### config.mk
export PLATFORM = sky130hd
export DESIGN_NAME = three_phase_encoder_uart_reporter
export DESIGN_NICKNAME = d
export VERILOG_FILES = /design/src/tpeu_pkg.sv /design/src/three_phase_encoder_uart_reporter.sv
export SDC_FILE = /design/constraint.sdc
export NUM_CORES = 1
export LEC_CHECK = 0
export BUFFER_PORTS_ARGS = -buffer_cell sky130_fd_sc_hd__buf_2
export CORE_ASPECT_RATIO = 0.6
export CORE_MARGIN = 1
export CORE_UTILIZATION = 54
export CTS_CLUSTER_SIZE = 14
export DETAILED_ROUTE_END_ITERATION = 16
export PLACE_DENSITY = 0.76
export SYNTH_ARGS = -nofsm -noshare
export SYNTH_HDL_FRONTEND = slang
export SYNTH_SLANG_ARGS = --single-unit
### constraint.sdc
create_clock -name clk -period 2.6 [get_ports clk]
set_clock_uncertainty 0.15 [all_clocks]
set_input_delay 0.26 -clock clk [delete_from_list [all_inputs] [get_ports clk]]
set_output_delay 0.26 -clock clk [all_outputs]
set_load 0.02 [all_outputs]
### src/tpeu_pkg.sv
// ----------------------------------------------------------------------------
// tpeu_pkg: shared types and constants for the three-phase encoder reporter
// Phase step decode, serial frame counts and configuration register indexes.
// ----------------------------------------------------------------------------
package tpeu_pkg;

  typedef logic [2:0] phase_t;
  typedef logic [3:0] bit_cnt_t;
  typedef logic [7:0] char_t;
  typedef logic [1:0] cfg_idx_t;
  typedef logic [1:0] step_dir_t;

  // Step direction codes
  localparam step_dir_t DIR_NONE = 2'd0;
  localparam step_dir_t DIR_FWD  = 2'd1;
  localparam step_dir_t DIR_REV  = 2'd2;

  // Item kinds
  localparam logic KIND_SAMPLE = 1'b0;
  localparam logic KIND_TICK   = 1'b1;

  // Configuration register indexes
  localparam cfg_idx_t REG_UP_CHAR        = 2'd0;
  localparam cfg_idx_t REG_DOWN_CHAR      = 2'd1;
  localparam cfg_idx_t REG_DRIVER_PRESENT = 2'd2;

  localparam char_t UP_CHAR_RST   = 8'd60;  // '<'
  localparam char_t DOWN_CHAR_RST = 8'd66;  // 'B'

  // Frame counts: start bit at 10, data at 9..2, stop at 1
  localparam bit_cnt_t CNT_IDLE      = 4'd0;
  localparam bit_cnt_t CNT_STOP      = 4'd1;
  localparam bit_cnt_t CNT_START     = 4'd10;
  localparam bit_cnt_t CNT_PULSE_SET = 4'd6;
  localparam bit_cnt_t CNT_PULSE_CLR = 4'd4;

  // Key is {new, old}; forward and reverse follow the six-state phase cycle
  function automatic step_dir_t classify_step(input phase_t new_ph, input phase_t old_ph);
    logic [5:0] key;
    step_dir_t  dir;
    key = {new_ph, old_ph};
    case (key)
      6'o64, 6'o26, 6'o32, 6'o13, 6'o51, 6'o45: dir = DIR_FWD;
      6'o46, 6'o54, 6'o15, 6'o31, 6'o23, 6'o62: dir = DIR_REV;
      default:                                  dir = DIR_NONE;
    endcase
    return dir;
  endfunction

endpackage

### src/three_phase_encoder_uart_reporter.sv
// ----------------------------------------------------------------------------
// three_phase_encoder_uart_reporter: encoder step decoder with 8N1 reporter
// An accepted request's result is loaded into the output reg in the next cycle.
// Throughput: one request per cycle; in_stall only while a held result waits.
// Reset: synchronous active-low rst_n; line at mark, counters idle, config at
// its defaults ('<', 'B', pin inverted).
// ----------------------------------------------------------------------------
module three_phase_encoder_uart_reporter
  import tpeu_pkg::*;
(
  input  logic     clk,
  input  logic     rst_n,
  // request channel
  input  logic     in_valid,
  output logic     in_stall,
  input  logic     in_kind,
  input  logic [2:0] in_phase_bits,
  // result channel
  output logic     out_valid,
  input  logic     out_stall,
  output logic     out_tx_pin,
  output logic     out_pulse_pin,
  output logic     out_step_up,
  output logic     out_step_down,
  output logic     out_sample_ignored,
  output logic     out_tx_busy,
  // configuration write channel
  input  logic     cfg_valid,
  output logic     cfg_ready,
  input  logic [1:0] cfg_index,
  input  logic [7:0] cfg_data
);

  // configuration
  char_t    up_char_r, down_char_r;
  logic     driver_present_r;

  // encoder and transmitter state
  phase_t   old_phases_r, old_phases_nxt;
  bit_cnt_t bit_count_r, bit_count_nxt;
  char_t    shift_byte_r, shift_byte_nxt;
  logic     line_mark_r, line_mark_nxt;
  logic     pulse_level_r, pulse_level_nxt;
  logic     pending_valid_r, pending_valid_nxt;
  char_t    pending_char_r, pending_char_nxt;

  // result register
  logic     out_valid_r;
  logic     tx_pin_r, pulse_pin_r, step_up_r, step_down_r, ignored_r, busy_r;
  logic     step_up_nxt, step_down_nxt, ignored_nxt;

  logic      in_accept;
  step_dir_t dir;
  bit_cnt_t  cnt_dec;

  assign cfg_ready = 1'b1;
  assign in_stall  = out_valid_r & out_stall;
  assign in_accept = in_valid & ~in_stall;

  assign dir     = classify_step(in_phase_bits, old_phases_r);
  assign cnt_dec = bit_count_r - 4'd1;

  always_comb begin
    old_phases_nxt    = old_phases_r;
    bit_count_nxt     = bit_count_r;
    shift_byte_nxt    = shift_byte_r;
    line_mark_nxt     = line_mark_r;
    pulse_level_nxt   = pulse_level_r;
    pending_valid_nxt = pending_valid_r;
    pending_char_nxt  = pending_char_r;
    step_up_nxt       = 1'b0;
    step_down_nxt     = 1'b0;
    ignored_nxt       = 1'b0;

    if (in_kind == KIND_TICK) begin
      if (bit_count_r == CNT_IDLE || bit_count_r == CNT_STOP) begin
        line_mark_nxt = 1'b1;
      end else if (bit_count_r == CNT_START) begin
        line_mark_nxt = 1'b0;
      end else begin
        // data bit, LSB first
        line_mark_nxt  = shift_byte_r[0];
        shift_byte_nxt = {1'b0, shift_byte_r[7:1]};
        if (bit_count_r == CNT_PULSE_SET) begin
          pulse_level_nxt = 1'b1;
        end else if (bit_count_r == CNT_PULSE_CLR) begin
          pulse_level_nxt = 1'b0;
        end
      end
      if (bit_count_r != CNT_IDLE) begin
        bit_count_nxt = cnt_dec;
        // frame done: start the waiting character
        if (cnt_dec == CNT_IDLE && pending_valid_r) begin
          shift_byte_nxt    = pending_char_r;
          bit_count_nxt     = CNT_START;
          pending_valid_nxt = 1'b0;
        end
      end
    end else if (pending_valid_r) begin
      // drop the sample, keep old phases
      ignored_nxt = 1'b1;
    end else begin
      old_phases_nxt = in_phase_bits;
      if (dir != DIR_NONE) begin
        step_up_nxt   = (dir == DIR_FWD);
        step_down_nxt = (dir == DIR_REV);
        if (bit_count_r == CNT_IDLE) begin
          shift_byte_nxt = (dir == DIR_FWD) ? up_char_r : down_char_r;
          bit_count_nxt  = CNT_START;
        end else begin
          pending_char_nxt  = (dir == DIR_FWD) ? up_char_r : down_char_r;
          pending_valid_nxt = 1'b1;
        end
      end
    end
  end

  always_ff @(posedge clk) begin
    if (!rst_n) begin
      up_char_r        <= UP_CHAR_RST;
      down_char_r      <= DOWN_CHAR_RST;
      driver_present_r <= 1'b0;
    end else if (cfg_valid && cfg_ready) begin
      case (cfg_index)
        REG_UP_CHAR:        up_char_r        <= cfg_data;
        REG_DOWN_CHAR:      down_char_r      <= cfg_data;
        REG_DRIVER_PRESENT: driver_present_r <= cfg_data[0];
        default: ;
      endcase
    end
  end

  always_ff @(posedge clk) begin
    if (!rst_n) begin
      old_phases_r    <= '0;
      bit_count_r     <= CNT_IDLE;
      shift_byte_r    <= '0;
      line_mark_r     <= 1'b1;
      pulse_level_r   <= 1'b0;
      pending_valid_r <= 1'b0;
      pending_char_r  <= '0;
    end else if (in_accept) begin
      old_phases_r    <= old_phases_nxt;
      bit_count_r     <= bit_count_nxt;
      shift_byte_r    <= shift_byte_nxt;
      line_mark_r     <= line_mark_nxt;
      pulse_level_r   <= pulse_level_nxt;
      pending_valid_r <= pending_valid_nxt;
      pending_char_r  <= pending_char_nxt;
    end
  end

  always_ff @(posedge clk) begin
    if (!rst_n) begin
      out_valid_r <= 1'b0;
    end else if (in_accept) begin
      out_valid_r <= 1'b1;
    end else if (!out_stall) begin
      out_valid_r <= 1'b0;
    end
  end

  // result payload, loaded only when a request is taken
  always_ff @(posedge clk) begin
    if (in_accept) begin
      tx_pin_r    <= driver_present_r ? line_mark_nxt : ~line_mark_nxt;
      pulse_pin_r <= pulse_level_nxt;
      step_up_r   <= step_up_nxt;
      step_down_r <= step_down_nxt;
      ignored_r   <= ignored_nxt;
      busy_r      <= (bit_count_nxt != CNT_IDLE);
    end
  end

  assign out_valid          = out_valid_r;
  assign out_tx_pin         = tx_pin_r;
  assign out_pulse_pin      = pulse_pin_r;
  assign out_step_up        = step_up_r;
  assign out_step_down      = step_down_r;
  assign out_sample_ignored = ignored_r;
  assign out_tx_busy        = busy_r;

endmodule

## Word-level counts from Yosys, hierarchy flattened

Cells that the tools add are included.

| operators by class | value |
|---|---|
| add/subtract/negate cells | 1 |
| multiply operators | 0 |
| div/mod/pow operators | 0 |
| magnitude comparators | 0 |
| eq/ne operators | 24 |
| shift-type cells | 0 |
| muxes and demuxes | 34 |
| bitwise gates (word level) | 8 |
| reductions and logical operators | 20 |

Operators with widths:

| kind | number |
|---|---|
| $mux W8 | 9 |
| $eq A6 B6 Y1 const B | 6 |
| $eq A6 B5 Y1 const B | 4 |
| $mux W4 | 6 |
| $mux W1 | 18 |
| $eq A6 B4 Y1 const B | 2 |
| $reduce_or A6 Y1 | 2 |
| $eq A4 B3 Y1 const B | 2 |
| $logic_not A4 Y1 | 2 |
| $reduce_bool A4 Y1 | 2 |
| $ne A2 B1 Y1 const B | 3 |
| $not A1 Y1 | 6 |
| $reduce_and A2 Y1 | 3 |
| $reduce_and A3 Y1 | 2 |
| $reduce_bool A2 Y1 | 3 |
| $reduce_and A5 Y1 | 1 |
| $eq A2 B1 Y1 const B | 2 |
| $eq A2 B2 Y1 const B | 2 |
| $eq A4 B1 Y1 const B | 1 |
| $eq A4 B4 Y1 const B | 1 |
| $pmux W2 S2 | 1 |
| $reduce_and A4 Y1 | 1 |
| $sub A4 B1 Y4 const B | 1 |
| $reduce_or A3 Y1 | 1 |
| other kinds (5) | 6 |

| storage, ports and cells | value |
|---|---|
| bits in registers | 50 |
| latch bits | 0 |
| memory bits (writable) | 0 |
| bits in read-only memories | 0 |
| input port bits | 19 |
| output and inout port bits | 9 |
| logic and storage cells | 104 |
| memories | 0 |

## Longest topological paths before layout

| depth | value |
|---|---|
| word-level depth | 9 |
| mapped depth | 9 |
| mapped depth without buffers | 7 |

## Worst setup path before layout

No wires, ideal clock.

| path | value |
|---|---|
| path kind | register to register |
| start point | register bit_count_r[1] |
| end point | register shift_byte_r[6] |
| library setup time | 142 ps |
| data arrival time | 2,190 ps |
| required time | 2,308 ps |
| path slack | 118 ps |
| cell stages (with the launch flop) | 10 |
| path buffers | 2 |
| clock period less this slack | 2,482 ps |
| cell sequence | dfxtp_1 -> clkbuf_1 -> inv_1 -> ha_1 -> buf_2 -> or2_1 -> o31a_1 -> nor2_1 -> o211a_1 -> o32ai_2 |

| on the way | value |
|---|---|
| longest elaborated chain between the ends | 6 |
| elaborated cells between the ends (all ways) | 15 |
| those cells by class | 1 x add/sub; 2 x eq/ne; 5 x mux; 7 x reduce/logical |

RTL lines:

| element | RTL line | text |
|---|---|---|
| from (decl) | three_phase_encoder_uart_reporter.sv:40 | `bit_cnt_t bit_count_r, bit_count_nxt;` |
| from (signal assigned) | three_phase_encoder_uart_reporter.sv:144 | `bit_count_r <= bit_count_nxt;` |
| $sub A4 B1 Y4, or another cell as far along | three_phase_encoder_uart_reporter.sv:61 | `assign cnt_dec = bit_count_r - 4'd1;` |
| $logic_not A4 Y1, or another cell as far along | three_phase_encoder_uart_reporter.sv:93 | `if (cnt_dec == CNT_IDLE && pending_valid_r) begin` |
| $logic_and A1 B1 Y1 or $mux W8 (tied branches) | three_phase_encoder_uart_reporter.sv:93, three_phase_encoder_uart_reporter.sv:76 |  |
| $mux W8 | three_phase_encoder_uart_reporter.sv:93 |  |
| $mux W8 | three_phase_encoder_uart_reporter.sv:90 | `if (bit_count_r != CNT_IDLE) begin` |
| $mux W8 | three_phase_encoder_uart_reporter.sv:75 | `if (in_kind == KIND_TICK) begin` |
| to (signal assigned) | three_phase_encoder_uart_reporter.sv:145 | `shift_byte_r <= shift_byte_nxt;` |
| to (decl) | three_phase_encoder_uart_reporter.sv:41 | `char_t shift_byte_r, shift_byte_nxt;` |

Several ways; a longest one is shown, not always the timed one.
A chain may end at the register's enable or synchronous reset.

## Final worst setup path

| path | value |
|---|---|
| start point | register old_phases_r[1] |
| end point | register shift_byte_r[5] |

| on the way | value |
|---|---|
| longest elaborated chain between the ends | 9 |
| elaborated cells between the ends (all ways) | 24 |
| those cells by class | 13 x eq/ne; 6 x mux; 5 x reduce/logical |

RTL lines:

| element | RTL line | text |
|---|---|---|
| from (decl) | three_phase_encoder_uart_reporter.sv:39 | `phase_t old_phases_r, old_phases_nxt;` |
| from (signal assigned) | three_phase_encoder_uart_reporter.sv:143 | `old_phases_r <= old_phases_nxt;` |
| $eq A6 B6 Y1, or another cell as far along | tpeu_pkg.sv:42 | `case (key)` |
| $reduce_or A6 Y1 | tpeu_pkg.sv:42 |  |
| $pmux W2 S2 * | tpeu_pkg.sv:42 |  |
| $eq A2 B1 Y1 | three_phase_encoder_uart_reporter.sv:108 | `shift_byte_nxt = (dir == DIR_FWD) ? up_char_r : down_char_r;` |
| $mux W8 | three_phase_encoder_uart_reporter.sv:108 |  |
| $mux W8 | three_phase_encoder_uart_reporter.sv:107 | `if (bit_count_r == CNT_IDLE) begin` |
| $mux W8 | three_phase_encoder_uart_reporter.sv:104 | `if (dir != DIR_NONE) begin` |
| $mux W8 | three_phase_encoder_uart_reporter.sv:99 | `end else if (pending_valid_r) begin` |
| $mux W8 | three_phase_encoder_uart_reporter.sv:75 |  |

Every way passes the cells marked *; elsewhere a longest branch is shown, timed or not. The select of a mux whose other input is x is not followed.

==> results.yml <==
synth:
  synth_cell_type_count: 67
  synth-edff-count: 6
  syn_nets: 358
  netlist_area_um2: 3028
  synth-seq-area-share_pct: 35.04
  synth.top_cell.area_share_pct: 29.09
  synth_ff_type: "dfxtp_1"
  yosysTopAreaCell: "dfxtp_1"
  ys_ff_latch: 50
  yosysWarnings: 0
  synthCells: 335
  ys_top_cells_by_area: "dfxtp_1, mux2i_1, edfxtp_1"
  async_flop_share_pct: 0
  avgSynthCellArea_um2: 9.039
sta:
  holdWs_ps: 19.32
  setup_violations: 0
  timing.final.crit_share_pct: 92.20
  max_freq_mhz: 417.2
  finalHoldViolations: 0
  worst_pin_slew_ps: 682.8
  relSlewSlack_pct: 54.42
  setup_tns_ps: 0
  rsz0062_at_grt: "false"
  maxSlewViolCount: 0
  min_period_ps: 2397
  fin_ws_ps: 202.9
finish:
  area_growth_pct: 11.07
  diodes: 0
  layout_commonest_cell: "dfxtp_1"
  drive_above_1_share_pct: 22.10
  final_cell_mix: "dfxtp_1, nor2_1, nand2_1, buf_2, mux2i_1"
  final_util_pct: 64.31
  instances_no_fill: 428
  nets: 384
placed_design:
  dpl.cell_count: 420
  dp_slack_ps: 168.7
  gp_congestion: 0.8651
  hpwl_um: 5363
  port_buffers: 26
hold_path:
  hold_path.class: "input port to flop"
global_routing:
  grt_pass1_wl_um: 12330
  grt_usage_pct: 27.15
  grt_max_degree: 27
  antenna_found_initial: 0
  grt_pass1_vias: 2449
  overflow: 0
route:
  drt_first_pass_iters: 4
  via_count: 2690
  via_per_inst: 6.285
  drt.antenna.violating_nets: 0
  met2_length_um: 3060
  drc_errors: 0
  top_layer: "met4"
  routed_wl_um: 7396
  wl_per_cell_um: 17.28
  wl_met3_um: 527
  wl_met1_um: 3722
  drt-initial-drc-count: 177
cts:
  clkTransAtPathRegs_ps: 100
  ctsRootBufferMaster: "clkbuf_8"
  cts_tree: "built"
  h-tree-depth: 2
  cts_setup_buffers: 0
  cts_buffer_depth: 2
  cts_buffers: 5
  clock_sinks: 50
  worst_skew_pair.late_latency_ps: 310
worst_setup_path:
  arrival_ps: 2480
  r2r_cells: 5
  crit_start: "old_phases_r[1]"
  start_kind: "flop"
  crit_path_end: "shift_byte_r[5]"
  criticalPathCategory: "flop to flop"
  r2r-end: "shift_byte_r[5]"
  r2r-start: "old_phases_r[1]"
  cp-end-kind: "flop"
  worstPathRequired_ps: 2680
  rrSetupSlack_ps: 200
  cp_max_fo: 9
floorplan:
  floorplan.initialDensity_pct: 57.89
  die_area_um2: 5921
  fp.dieH_um: 60.01
  row_count: 20
  die_w_um: 98.67
  core-area_um2: 5230
  io_pins: 28
job:
  cap_violations: 0
pwr:
  leakage_nw: 1.370
  ir_drop_v: 0.0003103
  p_per_area_nw_per_um2: 532.2
run_status:
  outcome: "completed"
how the worst min path moves through the flow:
stage               cells after the start              to          from  slack, ps
finish                                  3  down_char_r[1]   cfg_data[1]         20
global route                            3    up_char_r[5]   cfg_data[5]         30
CTS                                     3  down_char_r[1]   cfg_data[1]         20
detailed placement                      2    up_char_r[5]  up_char_r[5]        310
global placement                        2    up_char_r[2]  up_char_r[2]        300
floorplan                               1       out_valid      in_valid        230
metal layers:
layer  global-route usage, %  up-vias
li1                        -     1299
met1                   39.71     1273
met2                   40.74      106
met3                   5.965       12
met4                   6.610        0
met5                       0        -
cell usage after synthesis, types with 6 or more instances:
| master | instances |
|---|---|
| dfxtp_1 | 44 |
| nor2_1 | 33 |
| nand2_1 | 26 |
| mux2i_1 | 25 |
| nand3_1 | 21 |
| o21ai_0 | 15 |
| clkbuf_1 | 13 |
| a21oi_1 | 12 |
| a311oi_1 | 8 |
| o32ai_2 | 8 |
| and3_1 | 7 |
| inv_1 | 7 |
| o211a_1 | 7 |
| edfxtp_1 | 6 |
| nor3_1 | 6 |
| o21a_1 | 6 |
cells by family (layout without fill, tap and decap cells):
| family | after synthesis | in the layout | synth area share [%] |
|---|---|---|---|
| AND/OR/NAND/NOR | 125 | 125 | 22.23 |
| AO/OA/AOI/OAI | 89 | 89 | 25.21 |
| flip-flops | 50 | 50 | 35.04 |
| buffers and inverters | 35 | 62 | 5.744 |
| multiplexers | 25 | 25 | 8.264 |
| XOR/XNOR | 6 | 6 | 1.736 |
| adder cells (fa/ha/maj) | 4 | 4 | 1.653 |
| other | 1 | 1 | 0.1238 |
final cells by class:
class | instances | area, um2
Multi-Input combinational cell | 250 | 1797
Clock buffer | 5 | 68.82
Sequential cell | 50 | 1061
Fill cell | 454 | 1867
Clock inverter | 3 | 43.79
Inverter | 8 | 30.03
Tap cell | 66 | 82.58
Timing Repair Buffer | 46 | 280.3
report_power, final:
part           total (mW)  switching, mW  leakage [nW]  internal [mW]
logic               0.363          0.208         0.894          0.155
clock network       0.582          0.293        0.0585          0.289
registers           0.845         0.0285         0.418          0.816
total                1.79          0.530          1.37           1.26
flip-flops by register name, summed over array words and instances (netlist names), 3 cells and up:
register	cells
up_char_r	8
down_char_r	8
pending_char_r	8
bit_count_r	4
old_phases_r	3
shift_byte_r	8
per-stage QoR:
stage | area, um2 | total power, mW
6_report | 3363 | 1.790
3_5_place_dp | 3247 | 1.217
2_1_floorplan | 3028 | 1.119
3_3_place_gp | 3247 | 1.210
5_1_grt | 3363 | 1.859
4_1_cts | 3359 | 1.785
worst max-delay path, stage by stage (launching register included):
cell,delay (ps)
dfxtp_1,510
nor4bb_1,390
o21ai_2,160
and4_4,210
or3_1,570
o32ai_2,330
what timing repair did:
item,in CTS,in global routing
hold buffers,0,0
hold endpoints to repair,0,0
setup endpoints to repair,0,1
gates resized for setup,0,1
No activity file was read; power rests on OpenSTA's default activity.
